`src/mstk_pkg.sv`:
```
// ----------------------------------------------------------------------------
// mstk_pkg: shared types and constants of the max stack
// Sizes, channel payloads, cell control codes and word helpers.
// ----------------------------------------------------------------------------
`default_nettype none

package mstk_pkg;

	localparam int DEPTH      = 64;
	localparam int WIDTH      = 32;
	localparam int CNT_W      = $clog2(DEPTH + 1);
	localparam int PFX_LEVELS = (DEPTH > 1) ? $clog2(DEPTH) : 1;

	typedef logic signed [WIDTH-1:0] word_t;
	typedef logic [CNT_W-1:0]        count_t;

	typedef enum logic [1:0] {
		OP_PEEK    = 2'd0,
		OP_PUSH    = 2'd1,
		OP_POP     = 2'd2,
		OP_POP_MAX = 2'd3
	} op_t;

	typedef enum logic [1:0] {
		STAT_OK    = 2'd0,
		STAT_EMPTY = 2'd1,
		STAT_FULL  = 2'd2
	} status_t;

	typedef enum logic [2:0] {
		CELL_HOLD,
		CELL_PUSH,
		CELL_POP,
		CELL_REMOVE,
		CELL_RELAX
	} cell_op_t;

	typedef enum logic [1:0] {
		S_IDLE,
		S_RELAX,
		S_REPORT
	} state_t;

	typedef struct packed {
		op_t                op;
		logic signed [31:0] push_value;
	} cmd_t;

	typedef struct packed {
		logic signed [31:0] removed_value;
		logic signed [31:0] top_value;
		logic signed [31:0] max_value;
		logic [6:0]         entry_count;
		status_t            status;
	} rsp_t;

	// one stack entry: its value and the maximum of itself and all below
	typedef struct packed {
		word_t value;
		word_t rmax;
	} entry_t;

	// what a cell sees of its lower neighbor
	typedef struct packed {
		entry_t ent;
		logic   valid;
		logic   ok;
	} nbr_t;

	function automatic word_t to_entry(logic signed [31:0] v);
		return WIDTH'(v);
	endfunction

	function automatic logic signed [31:0] to_port(word_t w);
		return 32'(w);
	endfunction

	function automatic word_t max_w(word_t a, word_t b);
		return (a > b) ? a : b;
	endfunction

endpackage

`default_nettype wire

```
`src/mstk_prefix.sv`:
```
// ----------------------------------------------------------------------------
// mstk_prefix: prefix OR over the cell match flags
// Bit c is set when any cell from the top down to cell c matches.
// ----------------------------------------------------------------------------
`default_nettype none

module mstk_prefix (
	input  wire  [mstk_pkg::DEPTH-1:0] flags,
	output logic [mstk_pkg::DEPTH-1:0] prefix
);
	import mstk_pkg::*;

	logic [DEPTH-1:0] lvl [PFX_LEVELS+1];

	assign lvl[0] = flags;

	// fold in flags from ever farther above, doubling the span each level
	for (genvar l = 0; l < PFX_LEVELS; l++) begin : g_lvl
		assign lvl[l+1] = lvl[l] | (lvl[l] << (1 << l));
	end

	assign prefix = lvl[PFX_LEVELS];

endmodule

`default_nettype wire

```
`config.mk`:
```
export PLATFORM = sky130hd
export DESIGN_NAME = mstk_prefix
export DESIGN_NICKNAME = d
export VERILOG_FILES = /design/src/mstk_pkg.sv /design/src/mstk_prefix.sv
export SDC_FILE = /design/constraint.sdc
export NUM_CORES = 1
export LEC_CHECK = 0
export ABC_AREA = 1
export BUFFER_PORTS_ARGS = -buffer_cell sky130_fd_sc_hd__buf_2
export CAP_MARGIN = 0
export CORE_MARGIN = 4
export CORE_UTILIZATION = 39
export DETAILED_ROUTE_END_ITERATION = 8
export GPL_TIMING_DRIVEN = 0
export PLACE_DENSITY_LB_ADDON = 0.08
export SYNTH_ARGS = -nofsm -noshare
export SYNTH_HDL_FRONTEND = slang
export SYNTH_SLANG_ARGS = --single-unit
export TNS_END_PERCENT = 1
```
`constraint.sdc`:
```
create_clock -name vclk -period 1
set_input_delay 0.1 -clock vclk [all_inputs]
set_output_delay 0.1 -clock vclk [all_outputs]
set_load 0.05 [all_outputs]
```
==> Word level (Yosys, flattened, before mapping) <==
Index checks and enable logic that the tools add are counted.
{ "totals": {"reg_bits": 0, "output_inout_bits": 64, "inputBits": 64, "elab_cells": 6} }
{ "classes": {"n_bitwise": 6} }
{ "op_table": {"columns": ["op", "n"], "rows": [
  ["$or A64 B64 Y64", 6]
]} }

==> Depth between registers and ports, before layout <==
{ "depth": {"word_depth": 6, "depth_mapped": 6, "mapped_depth_nobuf": 6} }

==> Worst setup path before layout <==
Ideal clock, no wire load.
{ "synth_timing": {"path_kind": "in2out", "startpoint": "input flags[0] (netlist bit)", "endpoint": "output prefix[58] (netlist bit)", "stages": 6, "setup_slack_ns": -0.663, "arrival_time_ns": 1.563, "n_path_buf": 0, "required_ns": 0.900, "path_cell_list": "nor2_4 > nand2_2 > nor2_4 > nand2_1 > nor2_1 > nand2_1"} }
{ "synth_between": {"elab_chain_cells": 6} }
{ "synth_rtl": {"columns": ["item", "line", "source"], "rows": [
  ["start, declared", "mstk_prefix.sv:8", "input wire [mstk_pkg::DEPTH-1:0] flags,"],
  ["$or A64 B64 Y64 (6 in a row)", "mstk_prefix.sv:19", "assign lvl[l+1] = lvl[l] | (lvl[l] << (1 << l));"],
  ["end, declared", "mstk_prefix.sv:9", "output logic [mstk_pkg::DEPTH-1:0] prefix"]
]} }
Every way passes these cells.

==> Final worst setup path <==
{ "layout_timing": {"startpoint": "input flags[1] (netlist bit)", "endpoint": "output prefix[49] (netlist bit)"} }
Same word-level chain as after synthesis.

==> impl_metrics.json <==
{
  "run_status": "finished with violations",
  "violations": "setup timing",
  "finalSetupViolations": 59,
  "drtAntennaViolNets": 0,
  "layout-drive-gt1-share_pct": 55.3,
  "mappedNetlistArea_um2": 1340,
  "fp.coreArea_um2": 3340,
  "maxSlewViolCount": 0,
  "rsz0062_at_grt": "yes",
  "synth_fa_ha_area_share_pct": 0,
  "p_leak_nw": 1.20,
  "synth.largest_area_cell": "nor2_1",
  "drc": 0,
  "period_share_pct": 145,
  "grt.overflow.total": 0,
  "nClkBuffers": 0,
  "cp-start-kind": "primary input",
  "initial_core_util_pct": 40.2,
  "post-dp-hpwl_um": 5250,
  "die_w_um": 66.7,
  "vias_per_cell": 5.21,
  "grt_pass1_wl_um": 11000,
  "grt_use_total_pct": 31.6,
  "end_kind": "output port",
  "io_buffers": 128,
  "ys_top_cells_by_count": "nor2_1 (138), nand2_1 (126), inv_1 (30)",
  "hold_path_class": "primary input to output port",
  "synth_top_family_by_area": "simple AND/OR/NAND/NOR gates",
  "powerDensity_nw_per_um2": 169,
  "hold_buffers": 0,
  "synth-warning-count": 0,
  "ff_latch_area_um2": 0,
  "fp.dieH_um": 66.7,
  "cp_max_fo": 5,
  "synth.most_common_cell": "nor2_1",
  "num_antenna_cells": 0,
  "seq_cell_count": 0,
  "globalplace.congestion": 0.858,
  "max_freq_ghz": 0.689,
  "rows": 21,
  "hold_viol": 0,
  "synthCells": 329,
  "synth.area.top_cells": "nor2_1 (39%), nand2_1 (35%), inv_1 (8.4%)",
  "syn_avg_cell_area_um2": 4.08,
  "nets": 529,
  "avgRoutedWirePerCell_um": 15.3,
  "via_count": 2654,
  "ys_seq_area_share_pct": 0,
  "pin_count": 128,
  "grt_max_degree": 6,
  "netlist.area_leader.share_pct": 38.6,
  "period_needed_ps": 1450,
  "wl_um": 7800,
  "syn-num-nets": 393,
  "final_cell_area_um2": 2820,
  "die_area_um2": 4440,
  "worstPathArrival_ps": 1350,
  "synthSimpleGateAreaFrac_pct": 89.7,
  "yosysUniqueCellTypes": 13,
  "drtIter0Drc": 167,
  "slew_headroom_pct": 81.7,
  "vdd_ir_drop_max_uv": 109,
  "whs_ps": 619,
  "required_ps": 900,
  "grt_pass1_vias": 2528,
  "dpl-instance-area_um2": 2310,
  "drt-pass1-iter-count": 4,
  "synth-compound-area-share_pct": 0,
  "maxCapViolCount": 0,
  "muxShareOfSynthArea_pct": 0,
  "synth-xor-area-share_pct": 0,
  "worst_pin_slew_ps": 273,
  "crit_type": "primary input to output port",
  "antenna_found_initial": 0,
  "areaGrowthSynthToFinish_pct": 110,
  "layout_setup_ws_ps": -450
}
-- metrics by stage --
step	setup slack (ps)	power, mW	instances	TNS (ps)	util, %
finish	-450	0.477	509	-17950	84.6
global route	-506	0.521	509	-21100	84.6
CTS	-430	0.424	506	-14930	80.1
detailed placement	-484	0.399	503	-19480	69.1
global placement	-457	0.397	503	-17910	69.1
floorplan	-356	0.196	329	-13900	-
-- layer usage --
metal  up-vias  track usage [%]  share of wire [%]
met5         -                0                  0
met4         0             12.7                5.4
met3        47             4.55                7.9
met2       175             61.4                 53
met1      1193             33.2                 34
li1       1239                -                  -
-- what timing repair did --
action | in CTS | in global routing
setup endpoints to repair | 58 | 58
buffers inserted | 3 | 3
gates resized for setup | 109 | 40
endpoints found under the hold margin | 0 | 0
pin swaps | 13 | 11
-- cell type report --
| cell class | count | area [µm²] |
|---|---|---|
| Fill cell | 206 | 515 |
| Timing Repair Buffer | 134 | 976 |
| Buffer | 1 | 7.51 |
| Inverter | 35 | 143 |
| Multi-Input combinational cell | 293 | 1640 |
| Tap cell | 46 | 57.6 |
-- cell families after synthesis --
kind of cell,count (synthesis)
simple gates,293
buf+inv,36
-- worst max-delay path: stages --
cell     delay, ps
buf_6          100
nor2_4         240
nand2_8        110
nor2_8         210
buf_6          140
buf_12          90
nand3_4         70
inv_2           70
nand2_2         60
buf_6          150
-- cell usage in the layout (no fill, tap or decap) --
cell type and instances:
inv_1 21, buf_4 18, nor2_1 96, nand2_1 85
buf_2 77, buf_6 38, buf_8 1, nor2_4 25
nand2_8 3, inv_2 11, nand2_4 11, nand3b_1 1
nand2_2 35, nand3_4 2, buf_12 1, nor2_2 30
nor2_8 1, clkinvlp_4 3, and2_1 3, nand3_1 1
-- worst paths after layout --
check	from	end	slack, ps	cells after the start
setup / recovery	flags[1]	prefix[49]	-450	10
hold / removal	flags[0]	prefix[0]	620	3
-- power by group --
group	switching [mW]	internal (mW)	total, mW
logic	0.300	0.177	0.477
clock network	0	0	0
registers	0	0	0
No activity file was read; power rests on OpenSTA's default activity.
